<file path="config.mk">
export PLATFORM = sky130hd
export DESIGN_NAME = gb3_fifo
export DESIGN_NICKNAME = d
export VERILOG_FILES = /design/src/design/gb3_pkg.sv /design/src/design/gb3_fifo.sv
export SDC_FILE = /design/constraint.sdc
export NUM_CORES = 1
export LEC_CHECK = 0
export ABC_AREA = 1
export BUFFER_PORTS_ARGS = -buffer_cell sky130_fd_sc_hd__buf_2
export CAP_MARGIN = 20
export CORE_ASPECT_RATIO = 1.2
export CORE_MARGIN = 4
export CORE_UTILIZATION = 45
export CTS_CLUSTER_DIAMETER = 100
export CTS_CLUSTER_SIZE = 28
export DETAILED_ROUTE_END_ITERATION = 8
export PLACE_DENSITY = 0.72
export SYNTH_ARGS = -nofsm -noshare
export SYNTH_HDL_FRONTEND = slang
export SYNTH_SLANG_ARGS = --single-unit
</file>
<file path="constraint.sdc">
create_clock -name clk_i -period 4.1 [get_ports clk_i]
set_clock_uncertainty 0.05 [all_clocks]
set_input_delay 0.82 -clock clk_i [delete_from_list [all_inputs] [get_ports clk_i]]
set_output_delay 0.82 -clock clk_i [all_outputs]
set_load 0.05 [all_outputs]
</file>
<file path="src/design/gb3_pkg.sv">
// shared types and constants for the 3x3 gaussian blur
package gb3_pkg;

  localparam int CFG_BITS    = 11;
  localparam int PIX_IN_BITS = 16;
  localparam int BLUR_BITS   = 20;
  localparam int POS_BITS    = 10;
  localparam int QUEUE_DEPTH = 4;
  localparam int QCNT_BITS   = $clog2(QUEUE_DEPTH + 1);

  localparam logic [CFG_BITS-1:0] FRAME_WIDTH_RST  = 11'd1024;
  localparam logic [CFG_BITS-1:0] FRAME_HEIGHT_RST = 11'd1024;

  typedef enum logic [0:0] {
    CFG_FRAME_WIDTH  = 1'b0,
    CFG_FRAME_HEIGHT = 1'b1
  } cfg_reg_e;

  // per-pixel tag handed from the front to the back
  typedef struct packed {
    logic                emit;
    logic                last;
    logic [POS_BITS-1:0] row;
    logic [POS_BITS-1:0] col;
  } gb3_ctrl_t;

endpackage

</file>
<file path="src/design/gb3_fifo.sv">
// short register queue between front and back
module gb3_fifo import gb3_pkg::*; #(
  parameter int WIDTH = 32
) (
  input  logic                 clk_i,
  input  logic                 rst_ni,
  input  logic                 push_i,
  input  logic [WIDTH-1:0]     wdata_i,
  input  logic                 pop_i,
  output logic [WIDTH-1:0]     rdata_o,
  output logic                 empty_o,
  output logic [QCNT_BITS-1:0] count_o
);

  localparam int PTR_BITS = $clog2(QUEUE_DEPTH);

  logic [WIDTH-1:0]     slot_q [QUEUE_DEPTH];
  logic [PTR_BITS-1:0]  wr_ptr_q, rd_ptr_q;
  logic [QCNT_BITS-1:0] count_q, count_d;

  always_comb begin
    count_d = count_q;
    if (push_i && !pop_i) begin
      count_d = count_q + QCNT_BITS'(1);
    end else if (pop_i && !push_i) begin
      count_d = count_q - QCNT_BITS'(1);
    end
  end

  always_ff @(posedge clk_i or negedge rst_ni) begin
    if (!rst_ni) begin
      wr_ptr_q <= '0;
      rd_ptr_q <= '0;
      count_q  <= '0;
    end else begin
      count_q <= count_d;
      if (push_i) begin
        wr_ptr_q <= wr_ptr_q + PTR_BITS'(1);
      end
      if (pop_i) begin
        rd_ptr_q <= rd_ptr_q + PTR_BITS'(1);
      end
    end
  end

  always_ff @(posedge clk_i) begin
    if (push_i) begin
      slot_q[wr_ptr_q] <= wdata_i;
    end
  end

  assign rdata_o = slot_q[rd_ptr_q];
  assign empty_o = (count_q == '0);
  assign count_o = count_q;

endmodule

</file>
Word-level counts from Yosys, hierarchy flattened
Memory sizes are Yosys's and may differ from the RTL's.
Index checks and enable logic that the tools add are counted.

storage, ports and cells
  bits of input ports = 36
  bits in registers = 7
  logic and storage cells = 18
  memories kept = 1
  RAM bits = 128
  output and inout bits = 36

operators by class
  add/subtract/negate cells = 4
  muxes and demuxes = 4
  reduce and logical (&&, ||, !) cells = 6

memory list
  name    words  bits a word  rd ports  clocked after memory_dff  write ports  RTL line        source
  slot_q  4      32           1         0                         1            gb3_fifo.sv:17  logic [WIDTH-1:0] slot_q [QUEUE_DEPTH];

operators with widths
  kind                   count
  $mux W3                2
  $add A2 B1 Y2 const B  2
  $add A3 B1 Y3 const B  1
  $logic_not A3 Y1       1
  $sub A3 B1 Y3 const B  1
  $logic_and A1 B1 Y1    2
  $logic_not A1 Y1       2
  $mux W1                2
  $reduce_bool A2 Y1     1

Depth between registers and ports, before layout
  depth in word-level cells = 4
  gate-level depth with buffers = 9
  gate-level depth less buffers = 9

Worst setup path before layout
No wires, ideal clock.

  kind = reg2out
  start = register count_q[0], in the netlist count_o[0]
  end = output empty_o
  path slack = 1465 ps
  cell stages (with the launch flop) = 2
  buffers on the path = 0
  required time = 3230 ps
  data arrival time = 1765 ps
  cells stage by stage = dfrtp_1 > nor3_1

on the way
  longest elaborated chain between the ends = 1

ends and longest elaborated chain
  element                 RTL line        source
  from (decl)             gb3_fifo.sv:19  logic [QCNT_BITS-1:0] count_q, count_d;
  from (signal assigned)  gb3_fifo.sv:36  count_q <= count_d;
  $logic_not A3 Y1        gb3_fifo.sv:53  assign empty_o = (count_q == '0);
  to (decl)               gb3_fifo.sv:11  output logic empty_o,

Every way passes these cells.

Worst setup path after layout
  start = register rd_ptr_q[0]
  end = output rdata_o[28]

on the way
  longest elaborated chain between the ends = 1

ends and longest elaborated chain
  element                 RTL line        source
  from (decl)             gb3_fifo.sv:18  logic [PTR_BITS-1:0] wr_ptr_q, rd_ptr_q;
  from (signal assigned)  gb3_fifo.sv:41  rd_ptr_q <= rd_ptr_q + PTR_BITS'(1);
  $mem_v2 Z4 W32          -
  to (decl)               gb3_fifo.sv:10  output logic [WIDTH-1:0] rdata_o,

Every way passes these cells.

==> results.json <==
{
  "status": "complete, no violations",
  "synth-edff-count": 128,
  "regArea_mm2": 0.004023,
  "port_buffers": 71,
  "antenna_left": 0,
  "initial_core_util_pct": 46.63,
  "cts-resized-gates": 0,
  "gp_congestion": 0.6959,
  "placedCellCount": 633,
  "nNetsFinal": 537,
  "ys_seq_area_share_pct": 73.82,
  "ys_ff_latch": 135,
  "tightest_slew_ns": 0.7221,
  "clk_latency_ns": 0.40,
  "vias": 3175,
  "drive_gt1_share_pct": 20.67,
  "drcViolationCount": 0,
  "hold_viol": 0,
  "synthTopCellsByArea": "edfxtp_1, o211ai_1, nand2_1",
  "fin_util_pct": 55.58,
  "yosys_warnings": 0,
  "drt-total-wl_um": 9863,
  "h-tree-depth": 4,
  "hpwl_um": 6044,
  "syn_area_per_cell_um2": 12.96,
  "grt_pass1_vias": 3192,
  "finalSetupTns_ns": 0,
  "path_max_fanout": 72,
  "ios": 72,
  "yosys.area.top_type": "edfxtp_1",
  "fillers": 946,
  "maxSlewHeadroom_pct": 51.56,
  "crit_arrival_ns": 2.23,
  "reg2reg_from": "wr_ptr_q[1]$_DFFE_PN0P_",
  "reg2regPathDepth": 5,
  "drt_first_iter_violations": 140,
  "clock_sinks": 135,
  "start_kind": "register",
  "numCtsBuffers": 17,
  "die_h_um": 128.5,
  "path_clk_slew_ns": 0.05,
  "grt.overflow.total": 0,
  "fin_cells": 665,
  "synthCells": 420,
  "grt_start_max_net_pins": 73,
  "synth_nets": 462,
  "async_flop_share_pct": 5.185,
  "period_share_pct": 75.63,
  "critPathKind": "register to output port",
  "num_rows": 43,
  "first_pass_iters": 5,
  "finalSetupViolCount": 0,
  "n_antenna_cell": 0,
  "antenna_found_initial": 0,
  "area_growth_syn_to_layout_pct": 19.19,
  "hold_class": "primary input to async pin",
  "via_per_inst": 4.774,
  "netlist.area_leader.share_pct": 70.60,
  "clockBufferDepth": 2,
  "synth_area_mm2": 0.005444,
  "drv_slew": 0,
  "cap_violations": 0,
  "critPathRequiredTime_ns": 3.23,
  "fp.dieW_um": 108.4,
  "grt_setup_unrepaired": "false",
  "r2r-end": "slot_q[1][22]$_DFFE_PP_",
  "wl_per_cell_um": 14.83,
  "cts_tree": "built",
  "coreArea_mm2": 0.01167,
  "multi_input_area_mm2": 0.001028,
  "die_area_mm2": 0.01393,
  "grt_pass1_wl_um": 15800,
  "ctsRootBufferMaster": "clkbuf_16",
  "layout_common_cells": "edfxtp_1, nand2_1, inv_1, buf_2, o211ai_1",
  "synth_ff_type": "edfxtp_1",
  "synth_cell_type_count": 18,
  "fin_crit_ns": 3.101,
  "grt_use_total_pct": 15.29,
  "worst_setup_path_end_kind": "output port",
  "cts_setup_buffers": 0,
  "max_freq_ghz": 0.3225,
  "layout_commonest_cell": "edfxtp_1",
  "r2r_slack_ns": 2.03,
  "cts-hold-fix-buffers": 0
}
critical path: stages (launching register included):
cell and delay, ns:
dfrtp_4 0.86, buf_4 0.41, o211ai_1 0.15, nand2_1 0.11, buf_2 0.27
Yosys cell counts, drive strengths merged, types with 2 or more instances:
| cell | instances |
|---|---|
| ha | 5 |
| nand2 | 109 |
| dfrtp | 7 |
| xor2 | 3 |
| buf | 20 |
| edfxtp | 128 |
| inv | 76 |
| o211ai | 64 |
| clkbuf | 2 |
cell families after synthesis:
kind of cell / Yosys count / synth area share (%)
adders and majority gates: 6 / 1.517
AOI/OAI and AO/OA: 65 / 8.917
xor gates and xnor gates: 4 / 0.6436
DFF: 135 / 73.82
buffers and inverters: 98 / 7.285
and+or+nand+nor: 112 / 7.814
state kept, by name, summed over array words and instances, names as in the netlist:
name,cells
count_o,3
wr_ptr_q,2
slot_q,128
rd_ptr_q,2
metrics by stage:
stage | setup slack [ns] | hold WS, ns | cell area, um2
global route | 0.8246 | 0.1901 | 6489
global placement | 1.457 | 0.4460 | 5941
CTS | 0.9642 | 0.1808 | 6489
floorplan | 1.465 | 0.4415 | 5444
detailed placement | 1.399 | 0.4710 | 5941
finish | 0.9993 | 0.1941 | 6489
final cells by class:
type,count,share of cell area [%]
inverter,76,4.396
sequential,135,61.99
multi-input combinational,187,15.85
clock inverter,11,1.658
tap,157,3.027
clock buffer,21,6.788
timing repair buffer,78,6.286
per-layer routing:
| layer | part of all wire, % | GRT usage (%) | vias to the layer above | wire, um |
|---|---|---|---|---|
| li1 | - | - | 1595 | - |
| met1 | 42 | 17.49 | 1503 | 4154 |
| met2 | 51 | 26.15 | 67 | 5046 |
| met3 | 5.3 | 4.967 | 10 | 518 |
| met4 | 1.5 | 6.761 | 0 | 144 |
| met5 | 0 | 0 | - | 0 |
worst max-delay path by stage:
| stage | startpoint | slack [ns] | end | depth (start not counted) |
|---|---|---|---|---|
| detailed placement | rd_ptr_q[0]$_DFFE_PN0P_ | 1.40 | rdata_o[11] | 4 |
| CTS | rd_ptr_q[0]$_DFFE_PN0P_ | 0.96 | rdata_o[11] | 4 |
| global route | rd_ptr_q[0]$_DFFE_PN0P_ | 0.82 | rdata_o[18] | 5 |
| finish | rd_ptr_q[0]$_DFFE_PN0P_ | 1.0 | rdata_o[28] | 4 |
| floorplan | count_o[0]$_DFFE_PN0P_ | 1.46 | empty_o | 1 |
| global placement | rd_ptr_q[0]$_DFFE_PN0P_ | 1.46 | rdata_o[11] | 4 |
Power is left out: the tool's default activity adds up to more than one toggle a clock period on the data nets, which glitch-free logic cannot reach.
