**src/design/gb3_pkg.sv**
```systemverilog
// shared types and constants for the 3x3 gaussian blur
package gb3_pkg;

  localparam int CFG_BITS    = 11;
  localparam int PIX_IN_BITS = 16;
  localparam int BLUR_BITS   = 20;
  localparam int POS_BITS    = 10;
  localparam int QUEUE_DEPTH = 4;
  localparam int QCNT_BITS   = $clog2(QUEUE_DEPTH + 1);

  localparam logic [CFG_BITS-1:0] FRAME_WIDTH_RST  = 11'd1024;
  localparam logic [CFG_BITS-1:0] FRAME_HEIGHT_RST = 11'd1024;

  typedef enum logic [0:0] {
    CFG_FRAME_WIDTH  = 1'b0,
    CFG_FRAME_HEIGHT = 1'b1
  } cfg_reg_e;

  // per-pixel tag handed from the front to the back
  typedef struct packed {
    logic                emit;
    logic                last;
    logic [POS_BITS-1:0] row;
    logic [POS_BITS-1:0] col;
  } gb3_ctrl_t;

endpackage

```
**src/design/gb3_back.sv**
```systemverilog
// back end: window registers, kernel sum and output register
module gb3_back import gb3_pkg::*; #(
  parameter int PW = 16
) (
  input  logic                  clk_i,
  input  logic                  rst_ni,
  input  logic                  q_empty_i,
  input  gb3_ctrl_t             q_ctrl_i,
  input  logic [3*PW-1:0]       q_pix_i,
  output logic                  pop_o,
  output logic                  out_valid_o,
  input  logic                  out_ready_i,
  output logic [BLUR_BITS-1:0]  out_blurred_o,
  output logic [POS_BITS-1:0]   out_row_o,
  output logic [POS_BITS-1:0]   out_col_o,
  output logic                  out_last_o
);

  localparam int SW = PW + 4;

  // [0..2] column c-2 top/mid/bot, [3..5] column c-1
  logic [PW-1:0] win_q [6];
  logic [PW-1:0] top, mid, bot;
  logic [SW-1:0] sum;
  logic [31:0]   sum_ext;

  logic                 ovalid_q, ovalid_d;
  logic [BLUR_BITS-1:0] blurred_q;
  logic [POS_BITS-1:0]  row_q, col_q;
  logic                 last_q;

  assign top = q_pix_i[3*PW-1:2*PW];
  assign mid = q_pix_i[2*PW-1:PW];
  assign bot = q_pix_i[PW-1:0];

  assign pop_o = !q_empty_i && (!ovalid_q || out_ready_i);

  always_comb begin
    sum = SW'(win_q[0]) + (SW'(win_q[3]) << 1) + SW'(top)
        + (SW'(win_q[1]) << 1) + (SW'(win_q[4]) << 2) + (SW'(mid) << 1)
        + SW'(win_q[2]) + (SW'(win_q[5]) << 1) + SW'(bot);
    sum_ext = 32'(sum);
  end

  always_comb begin
    ovalid_d = ovalid_q;
    if (pop_o) begin
      ovalid_d = q_ctrl_i.emit;
    end else if (out_ready_i) begin
      ovalid_d = 1'b0;
    end
  end

  always_ff @(posedge clk_i or negedge rst_ni) begin
    if (!rst_ni) begin
      ovalid_q <= 1'b0;
      for (int i = 0; i < 6; i++) begin
        win_q[i] <= '0;
      end
    end else begin
      ovalid_q <= ovalid_d;
      if (pop_o) begin
        win_q[0] <= win_q[3];
        win_q[1] <= win_q[4];
        win_q[2] <= win_q[5];
        win_q[3] <= top;
        win_q[4] <= mid;
        win_q[5] <= bot;
      end
    end
  end

  always_ff @(posedge clk_i) begin
    if (pop_o && q_ctrl_i.emit) begin
      blurred_q <= sum_ext[BLUR_BITS-1:0];
      row_q     <= q_ctrl_i.row;
      col_q     <= q_ctrl_i.col;
      last_q    <= q_ctrl_i.last;
    end
  end

  assign out_valid_o   = ovalid_q;
  assign out_blurred_o = blurred_q;
  assign out_row_o     = row_q;
  assign out_col_o     = col_q;
  assign out_last_o    = last_q;

endmodule

```
**config.mk**
```make
export PLATFORM = sky130hd
export DESIGN_NAME = gb3_back
export DESIGN_NICKNAME = d
export VERILOG_FILES = /design/src/design/gb3_pkg.sv /design/src/design/gb3_back.sv
export SDC_FILE = /design/constraint.sdc
export NUM_CORES = 1
export LEC_CHECK = 0
export BUFFER_PORTS_ARGS = -buffer_cell sky130_fd_sc_hd__buf_2
export CORE_MARGIN = 1
export CORE_UTILIZATION = 58
export CTS_CLUSTER_DIAMETER = 80
export DETAILED_ROUTE_END_ITERATION = 10
export PLACE_DENSITY = 0.87
export SYNTH_ARGS = -nofsm -noshare
export SYNTH_HDL_FRONTEND = slang
export SYNTH_SLANG_ARGS = --single-unit
```
**constraint.sdc**
```tcl
create_clock -name clk_i -period 5.2 [get_ports clk_i]
set_clock_uncertainty 0.05 [all_clocks]
set_input_delay 1.3 -clock clk_i [delete_from_list [all_inputs] [get_ports clk_i]]
set_output_delay 1.3 -clock clk_i [all_outputs]
set_load 0.03 [all_outputs]
```
==> Yosys cells after proc, flatten, opt, wreduce, memory -nomap -nowiden <==
Cells that the tools add are included.
{ "op_classes": {"n_mux": 2, "n_addsub": 8, "n_reduce_logical": 6} }
{ "ops": {"columns": ["operator", "count"], "rows": [
  ["$add A20 B16 Y20", 2],
  ["$add A20 B17 Y20", 2],
  ["$add A19 B17 Y20", 1],
  ["$add A20 B18 Y20", 1],
  ["$add A18 B16 Y19", 1],
  ["$add A16 B17 Y18", 1],
  ["$logic_and A1 B1 Y1", 2],
  ["$logic_not A1 Y1", 2],
  ["$mux W1", 2],
  ["$reduce_bool A2 Y1", 1],
  ["$logic_or A1 B1 Y1", 1]
]} }
{ "word_totals": {"out_inout_bits": 43, "reg_bits": 138, "elab_cells": 27} }

==> Depth between registers and ports, before layout <==
Gate-level depths: netlist of the first run.
{ "depth": {"ltp_word": 8, "mapped_depth": 15, "ltp_nobuf": 15} }

==> Worst setup path after synthesis of the first run <==
Ideal clock, no wire load.
{ "synth_path": {"kind": "in2reg", "from": "in q_pix_i[3]", "to": "reg blurred_q[15] (netlist: out_blurred_o[15]), data pin", "path_stages": 13, "setup_ps": 262, "n_path_buf": 0, "arrival_time_ps": 4999, "path_slack_ps": -111, "path_cell_list": "inv_1 fa_1 inv_1 fa_1 fa_1 fa_1 ha_1 fa_1 a211oi_1 o21ai_2 a31oi_2 o21bai_1 xor2_1"} }
{ "synth_between": {"elab_chain_cells": 1} }
{ "synth_lines": {"columns": ["element", "line", "text"], "rows": [
  ["start: declaration", "gb3_back.sv:9", "input logic [3*PW-1:0] q_pix_i,"],
  ["$add A20 B16 Y20", "gb3_back.sv:41", "+ SW'(win_q[2]) + (SW'(win_q[5]) << 1) + SW'(bot);"],
  ["named net sum[15]", "gb3_back.sv:24", "logic [SW-1:0] sum;"],
  ["end signal: assignment", "gb3_back.sv:75", "blurred_q <= sum_ext[BLUR_BITS-1:0];"],
  ["end: declaration", "gb3_back.sv:28", "logic [BLUR_BITS-1:0] blurred_q;"]
]} }
The timed path passes the listed nets, and every way through them passes these cells.
A chain may end at the register's enable or synchronous reset.

==> Worst setup path after layout of the first run <==
{ "layout_path": {"from": "in q_pix_i[2]", "to": "reg blurred_q[15] (netlist: out_blurred_o[15]), data pin"} }
The elaborated chain is that of the path after synthesis.

==> flow_summary.ini, run 1 <==
[placed_design]
portBuffers = 116
dp.final_hpwl_microns = 11840
gp_congestion = 0.8281
placedCellCount = 906

[routing]
wl_met2_microns = 8761
m1WireLength_microns = 6155
antenna_violating_nets_post_route = 0
drt_wl_total_microns = 15980
detail_route.vias_per_cell = 5.187
detailedRoute.firstPassIterationCount = 4
top_layer = met4
number_of_violations_reported_at_the_end_of_detailed_routing_iteration_0 = 176
met3RoutedLength_microns = 764
vias = 4871
drc = 0
wire_per_inst_microns = 17.02

[grt]
grt_first_pass_wirelength_microns = 26420
grt_usage = 0.2395
gr-total-overflow = 0
antenna_found_initial = 0
grt_pass1_vias = 5540
largest_net_degree_at_the_start_of_global_routing = 100

[synthesis]
postSynthNetCount = 821
ys_warn_count = 0
synth_sequential_area_ratio = 0.4349
synthesis.instances = 615
syn_avg_cell_area_sq_um = 13.68
ys_ff_latch = 138
synthFlopType = sky130_fd_sc_hd__dfrtp_1
synth_enable_flop_cells = 41
share_of_synthesized_flip_flops_with_an_asynchronous_set_or_reset = 0.7029
synthDistinctLibCells = 40
mappedNetlistArea_sq_mm = 0.008413

[critical_path]
crit_path_max_fanout = 6
crit_path_end_kind = flop
timing.critical_path.slowest_stage_cell = sky130_fd_sc_hd__fa_1
critPathTopFamily = adder cells
cp_data_required_time_ns = 5.32
worstPathCellList = buf_2, inv_1, fa_1, inv_1, fa_1, inv_1, fa_1, inv_1, fa_1, ha_1, fa_2, a211oi_2, o21ai_2, a31oi_4, o21bai_1, xor2_1
crit_path_max_incr_delay_ns = 0.56
critical_path.n_buffers_inverters = 5
cp_startpoint_kind = primary input
setup.worst_path.class = primary input to flop
arrival_ns = 5.16

[clock_network]
post_cts_resized = 0
clock_sink_count = 138
cts_root_buf = sky130_fd_sc_hd__clkbuf_16
post_cts_hold_buffer_count = 0
clk_latency_ns = 0.43
cts_buffer_depth = 2
cts_buffers = 17
path_clk_slew_ns = 0.06
htree_num_levels = 4
clock_tree_from_tritoncts = done

[cells_and_area]
area_growth_syn_to_layout_pct = 17.50
final_common_cell = sky130_fd_sc_hd__inv_1
insertedDiodeCount = 0
drive_above_1_share = 0.3439
nNetsFinal = 952
postLayoutCoreUtil = 0.7067
final_cells = 939
mostFrequentLayoutCells = sky130_fd_sc_hd__inv_1 (151), sky130_fd_sc_hd__buf_2 (115), sky130_fd_sc_hd__fa_1 (108), sky130_fd_sc_hd__dfrtp_1 (97), sky130_fd_sc_hd__mux2_2 (93)

[worst_hold_path]
hold_path_class = flop to flop

[floorplanning]
num_rows = 43
die-area_sq_mm = 0.01499
ios = 117
floorplan.die.width_microns = 122.4
floorplan.initialDensity = 0.6014
chipHeight_microns = 122.4
floorplan.core_area_sq_mm = 0.01399

[sta]
achievable-frequency_mhz = 198.4
setup_viol = 0
worstMarginPinSlew_ns = 1.242
final-max-slew-violation-count = 0
max_slew_headroom_at_the_worst_pin = 0.1723
post-route-period-util = 0.9694
hold_viol = 0
fin_setup_tns_ns = 0
layout_min_cycle_time_ns = 5.041

[flow_run]
drv.max_cap_violation_count = 0

[outcome]
outcome = complete, no violations
## layout make-up
type,count,area [sq um]
fillers,912,4103
flip-flops and latches,138,3659
inverters,151,566.8
clock buffers,17,425.4
repair buffers,124,643.1
well taps,180,225.2
clock inverters,15,210.2
multi-input cells,314,4156
## stage by stage
| step | area, sq um | hold WS, ns | setup slack, ns |
|---|---|---|---|
| final | 9886 | 0.4767 | 0.1592 |
| after global placement | 9243 | 0.4392 | -0.1771 |
| after CTS | 9878 | 0.4808 | 0.08908 |
| after floorplan | 8429 | 0.4294 | 0.05035 |
| after detailed placement | 9243 | 0.4598 | -0.3389 |
| after global routing | 9886 | 0.4939 | -0.001498 |
## synth_stat cells (2+ instances only)
| library cell | count | area, sq um |
|---|---|---|
| sky130_fd_sc_hd__and2_1 | 2 | 12.51 |
| sky130_fd_sc_hd__o21ai_2 | 2 | 17.52 |
| sky130_fd_sc_hd__edfxtp_1 | 41 | 1231 |
| sky130_fd_sc_hd__xnor2_1 | 6 | 52.55 |
| sky130_fd_sc_hd__a21o_1 | 7 | 52.55 |
| sky130_fd_sc_hd__o211ai_1 | 3 | 22.52 |
| sky130_fd_sc_hd__nor3_1 | 2 | 10.01 |
| sky130_fd_sc_hd__nor2_1 | 4 | 15.01 |
| sky130_fd_sc_hd__o21bai_1 | 2 | 15.01 |
| sky130_fd_sc_hd__nand2_1 | 8 | 30.03 |
| sky130_fd_sc_hd__and3_1 | 2 | 12.51 |
| sky130_fd_sc_hd__mux2_2 | 93 | 1047 |
| sky130_fd_sc_hd__nand3_1 | 2 | 10.01 |
| sky130_fd_sc_hd__a21oi_1 | 17 | 85.08 |
| sky130_fd_sc_hd__xor2_1 | 6 | 52.55 |
| sky130_fd_sc_hd__inv_1 | 151 | 566.8 |
| sky130_fd_sc_hd__ha_1 | 23 | 287.8 |
| sky130_fd_sc_hd__dfrtp_1 | 97 | 2427 |
| sky130_fd_sc_hd__a211oi_1 | 2 | 15.01 |
| sky130_fd_sc_hd__o21ai_1 | 2 | 10.01 |
| sky130_fd_sc_hd__o21ai_0 | 5 | 25.02 |
| sky130_fd_sc_hd__fa_1 | 109 | 2182 |
| sky130_fd_sc_hd__buf_2 | 12 | 60.06 |
## timing repair
| item | 4_1_cts | 5_1_grt |
|---|---|---|
| endpoints found under the hold margin | 0 | 0 |
| setup endpoints to repair | 0 | 4 |
| buffers inserted | 0 | 1 |
## worst paths after layout
path                       startpoint                 to  slack [ns]  cells past startpoint
min in group asynchronous      rst_ni           win_q[3]        0.87                      1
setup / recovery           q_pix_i[2]  out_blurred_o[15]        0.16                     16
hold reg to reg             win_q[79]          win_q[79]        0.48                      1
hold / removal              win_q[79]          win_q[79]        0.48                      1
max in group asynchronous      rst_ni          win_q[14]        3.21                      2
setup reg to reg             win_q[2]  out_blurred_o[15]        0.89                     11
## flip-flops by register name, indices dropped and copies added, names as in the netlist
signal / count
out_row_o: 10
out_last_o: 1
out_blurred_o: 20
out_col_o: 10
win_q: 96
out_valid_o: 1
## cells by family after synthesis
family / count (synthesis) / share of synthesized area
AO/OA/AOI/OAI: 52 / 0.04447
adder cells (fa/ha/maj): 132 / 0.2936
XOR/XNOR: 12 / 0.01249
buffers and inverters: 163 / 0.07451
flip-flops: 138 / 0.4349
multiplexers: 94 / 0.1257
AND/OR/NAND/NOR: 24 / 0.01443
## routing by layer
layer  vias up  GRT usage
met4         0    0.08613
met1      2507     0.2766
li1       2214          -
met2       123     0.4301
met3        27    0.05948
met5         -          0
Power of run 1 is not shown: default switching activity piles up to over one toggle a cycle in this logic, so the estimate is an artifact.
==> run 2: changes to the inputs <==
Settings changed: MAX_ROUTING_LAYER set to met4.
==> flow_summary.ini, run 2 (same netlist as run 1, synthesis figures left out) <==
[outcome]
outcome = complete, no violations

[critical_path]
crit_path_end_kind = flop
cp_startpoint_kind = primary input
crit_path_max_fanout = 6
r2r_slack_ns = 0.89
arrival_ns = 5.18
critical_path.reg2reg.startpoint = win_q[2]
setup.worst_path.class = primary input to flop
startpoint = q_pix_i[2]
cp_data_required_time_ns = 5.32

[grt]
gr-total-overflow = 0
antenna_found_initial = 0
largest_net_degree_at_the_start_of_global_routing = 100
grt_usage = 0.2465
grt_pass1_vias = 5546
grt_first_pass_wirelength_microns = 26390

[routing]
drc = 0
antenna_violating_nets_post_route = 0
vias = 4873
number_of_violations_reported_at_the_end_of_detailed_routing_iteration_0 = 173
wire_per_inst_microns = 17.10
detailedRoute.firstPassIterationCount = 4
drt_wl_total_microns = 16050
detail_route.vias_per_cell = 5.190

[placed_design]
post-place-ws_ns = -0.3389
gp_congestion = 0.8407
placedCellCount = 906
postPlaceCellArea_sq_mm = 0.009243
portBuffers = 116
dp.final_hpwl_microns = 11840

[cells_and_area]
fillerInstances = 912
nNetsFinal = 952
multi_input_area_sq_mm = 0.004156
registers.top_by_ff_count = win_q
insertedDiodeCount = 0
drive_above_1_share = 0.3439
area_growth_syn_to_layout_pct = 17.50
largest_reg_flops = 96
final_cells = 939
ff_latch_area_sq_mm = 0.003659
final_cell_area_sq_mm = 0.009886
final_common_cell = sky130_fd_sc_hd__inv_1
mostFrequentLayoutCells = sky130_fd_sc_hd__inv_1 (151), sky130_fd_sc_hd__buf_2 (115), sky130_fd_sc_hd__fa_1 (108), sky130_fd_sc_hd__dfrtp_1 (97), sky130_fd_sc_hd__mux2_2 (93)
postLayoutCoreUtil = 0.7067

[clock_network]
path_clk_slew_ns = 0.06
cts_buffer_depth = 2
cts_buffers = 17
clock_tree_from_tritoncts = done
cts_root_buf = sky130_fd_sc_hd__clkbuf_16
clock_sink_count = 138
htree_num_levels = 4
clk_latency_ns = 0.43
post_cts_resized = 0

[floorplanning]
die-area_sq_mm = 0.01499
chipHeight_microns = 122.4
floorplan.initialDensity = 0.6014
ios = 117
floorplan.core_area_sq_mm = 0.01399
num_rows = 43
floorplan.die.width_microns = 122.4

[worst_hold_path]
hold_path_class = flop to flop
worstHoldStart = win_q[79]

[sta]
layout_min_cycle_time_ns = 5.054
post-route-period-util = 0.9720
timing.final.ws_setup_ns = 0.1458
setup_viol = 0
worstMarginPinSlew_ns = 1.233
hold_viol = 0
max_slew_headroom_at_the_worst_pin = 0.1783
achievable-frequency_mhz = 197.9
final-max-slew-violation-count = 0

[flow_run]
drv.max_cap_violation_count = 0
-- run 2: cell counts in the layout (fill, tap and decap cells not counted) --
Identical to the previous run, type by type.
-- run 2: final timing paths --
path                                endpoint  cells past startpoint
setup / recovery           out_blurred_o[15]                     16
hold / removal                     win_q[79]                      1
setup reg to reg           out_blurred_o[15]                     11
hold reg to reg                    win_q[79]                      1
max in group asynchronous          win_q[14]                      2
min in group asynchronous          win_q[22]                      1
-- run 2: final cells by class --
cell class,instances,area share
inverter,151,0.05733
clock buffer,17,0.04303
sequential,138,0.3701
multi-input combinational,314,0.4205
tap,180,0.02278
timing repair buffer,124,0.06506
clock inverter,15,0.02126
-- run 2: routing by layer --
| layer | vias up | share of wire | track usage |
|---|---|---|---|
| met5 | - | 0 | - |
| met1 | 2507 | 0.39 | 0.2759 |
| li1 | 2217 | - | - |
| met3 | 28 | 0.046 | 0.05901 |
| met2 | 121 | 0.55 | 0.4301 |
| met4 | 0 | 0.019 | 0.08613 |
-- run 2: worst max-delay path: stages --
cell and delay, ns:
sky130_fd_sc_hd__buf_2 0.10, sky130_fd_sc_hd__inv_1 0.06, sky130_fd_sc_hd__fa_1 0.55, sky130_fd_sc_hd__inv_1 0.10, sky130_fd_sc_hd__fa_1 0.56, sky130_fd_sc_hd__inv_1 0.07
sky130_fd_sc_hd__fa_1 0.41, sky130_fd_sc_hd__inv_1 0.08, sky130_fd_sc_hd__fa_1 0.42, sky130_fd_sc_hd__ha_1 0.26, sky130_fd_sc_hd__fa_2 0.38, sky130_fd_sc_hd__a211oi_2 0.24
sky130_fd_sc_hd__o21ai_2 0.11, sky130_fd_sc_hd__a31oi_4 0.26, sky130_fd_sc_hd__o21bai_1 0.12, sky130_fd_sc_hd__xor2_1 0.15
-- run 2: metrics by stage --
step                      hold slack [ns]   TNS (ns)
after floorplan                    0.4294          0
after global placement             0.4392    -0.6585
after detailed placement           0.4598     -1.637
after CTS                          0.4808          0
after global routing               0.4939  -0.001492
final                              0.4800          0
-- run 2: what timing repair did --
item,CTS,global route
hold buffers,0,0
hold endpoints to repair,0,0
endpoints found under the setup margin,0,4
setup buffers,0,1
Power of run 2 is left out for the same reason.
==> run 3: changes to the inputs <==
Settings changed: CORE_UTILIZATION 58 to 55, PLACE_DENSITY 0.87 to 0.84.
==> flow_summary.ini, run 3 (same netlist as run 1, synthesis figures left out) <==
[cells_and_area]
mostFrequentLayoutCells = sky130_fd_sc_hd__inv_1 (151), sky130_fd_sc_hd__buf_2 (115), sky130_fd_sc_hd__fa_1 (108), sky130_fd_sc_hd__dfrtp_1 (97), sky130_fd_sc_hd__mux2_2 (93)
nNetsFinal = 953
largest_reg_flops = 96
final_common_cell = sky130_fd_sc_hd__inv_1
area_growth_syn_to_layout_pct = 16.98
drive_above_1_share = 0.3461
registers.top_by_ff_count = win_q
fillerInstances = 1069
insertedDiodeCount = 0
postLayoutCoreUtil = 0.6671

[sta]
max_slew_headroom_at_the_worst_pin = 0.3469
layout_min_cycle_time_ns = 5.010
achievable-frequency_mhz = 199.6
post-route-period-util = 0.9634
worst_hold_slack_ns = 0.4704
final-max-slew-violation-count = 0
hold_viol = 0
setup_viol = 0
worstMarginPinSlew_ns = 0.9796
fin_setup_tns_ns = 0
rsz0062_at_grt = no

[floorplanning]
ios = 117
chipHeight_microns = 125.7
die-area_sq_mm = 0.01580
floorplan.initialDensity = 0.5702
floorplan.core_area_sq_mm = 0.01475
num_rows = 44
floorplan.die.width_microns = 125.7

[critical_path]
cp_startpoint_kind = primary input
path_common_cell = sky130_fd_sc_hd__fa_1
timing.critical_path.slowest_stage_cell = sky130_fd_sc_hd__fa_1
crit_path_end_kind = flop
worst-r2r-cell-count = 12
critical_path.n_buffers_inverters = 3
critPathTopFamily = adder cells
critical_path.reg2reg.startpoint = win_q[3]
worstReg2RegEnd = out_blurred_o[19]
crit_path_max_fanout = 6
setup.worst_path.class = primary input to flop
cp_data_required_time_ns = 5.32
worstPathCellList = buf_2, inv_1, fa_1, inv_1, fa_1, fa_1, fa_1, ha_1, fa_2, a211oi_2, o21ai_2, a31oi_4, o21ai_1, xor2_1
arrival_ns = 5.13
crit_path_max_incr_delay_ns = 0.54
r2r_slack_ns = 0.84

[clock_network]
post_cts_hold_buffer_count = 0
clock_sink_count = 138
cts_buffers = 17
clk_latency_ns = 0.43
post_cts_resized = 0
postCtsSetupRepairBufs = 0
htree_num_levels = 4
cts_root_buf = sky130_fd_sc_hd__clkbuf_16
clock_tree_from_tritoncts = done
path_clk_slew_ns = 0.07
cts_buffer_depth = 2

[routing]
drt_wl_total_microns = 15210
detailedRoute.firstPassIterationCount = 11
detail_route.vias_per_cell = 5.191
antenna_violating_nets_post_route = 0
wire_per_inst_microns = 16.11
number_of_violations_reported_at_the_end_of_detailed_routing_iteration_0 = 185
drc = 10
vias = 4900

[flow_run]
drv.max_cap_violation_count = 0

[placed_design]
portBuffers = 116
gp_congestion = 0.8396
dp.final_hpwl_microns = 11690

[worst_hold_path]
hold_path_class = flop to flop
min_to = win_q[48]
worstHoldStart = win_q[0]
worstHoldPathCells = 1

[grt]
gr-total-overflow = 0
largest_net_degree_at_the_start_of_global_routing = 63
grt_usage = 0.2276
grt_pass1_vias = 5715
grt_first_pass_wirelength_microns = 26600
antenna_found_initial = 0

[outcome]
outcome = finished with violations
failed_checks = design-rule violations
[run 3: final cells by class]
class / instances / area (sq um) / share of cell area
multi-input cells: 314 / 4156 / 0.4223
flip-flops and latches: 138 / 3659 / 0.3717
repair buffers: 125 / 650.6 / 0.06611
inverters: 151 / 566.8 / 0.05759
clock buffers: 17 / 425.4 / 0.04322
well taps: 184 / 230.2 / 0.02339
clock inverters: 15 / 153.9 / 0.01564
[run 3: how the worst max path moves through the flow]
stage / endpoint / cells after the start / start / slack, ns
final: out_blurred_o[19] / 14 / q_pix_i[3] / 0.19
after global routing: out_blurred_o[19] / 14 / q_pix_i[3] / 0.06
after CTS: out_blurred_o[15] / 14 / q_pix_i[3] / 0.19
after detailed placement: out_blurred_o[13] / 14 / q_pix_i[3] / -0.26
after global placement: out_blurred_o[15] / 14 / q_pix_i[3] / -0.17
after floorplan: out_blurred_o[15] / 13 / q_pix_i[3] / 0.05
[run 3: routing by layer]
| metal | share of wire | wire (microns) | up-vias | track usage |
|---|---|---|---|---|
| met5 | 0 | 0 | - | - |
| li1 | - | - | 2222 | - |
| met1 | 0.40 | 6057 | 2538 | 0.2574 |
| met2 | 0.54 | 8198 | 109 | 0.3899 |
| met3 | 0.041 | 628 | 31 | 0.05692 |
| met4 | 0.021 | 321 | 0 | 0.08752 |
[run 3: through the flow]
stage / worst slack (ns) / area (sq um) / std cells
2_1_floorplan: 0.05035 / 8429 / 615
3_3_place_gp: -0.1674 / 9263 / 912
3_5_place_dp: -0.2595 / 9263 / 912
4_1_cts: 0.1935 / 9842 / 944
5_1_grt: 0.05599 / 9842 / 944
6_report: 0.1903 / 9842 / 944
Power of run 3 is left out for the same reason.
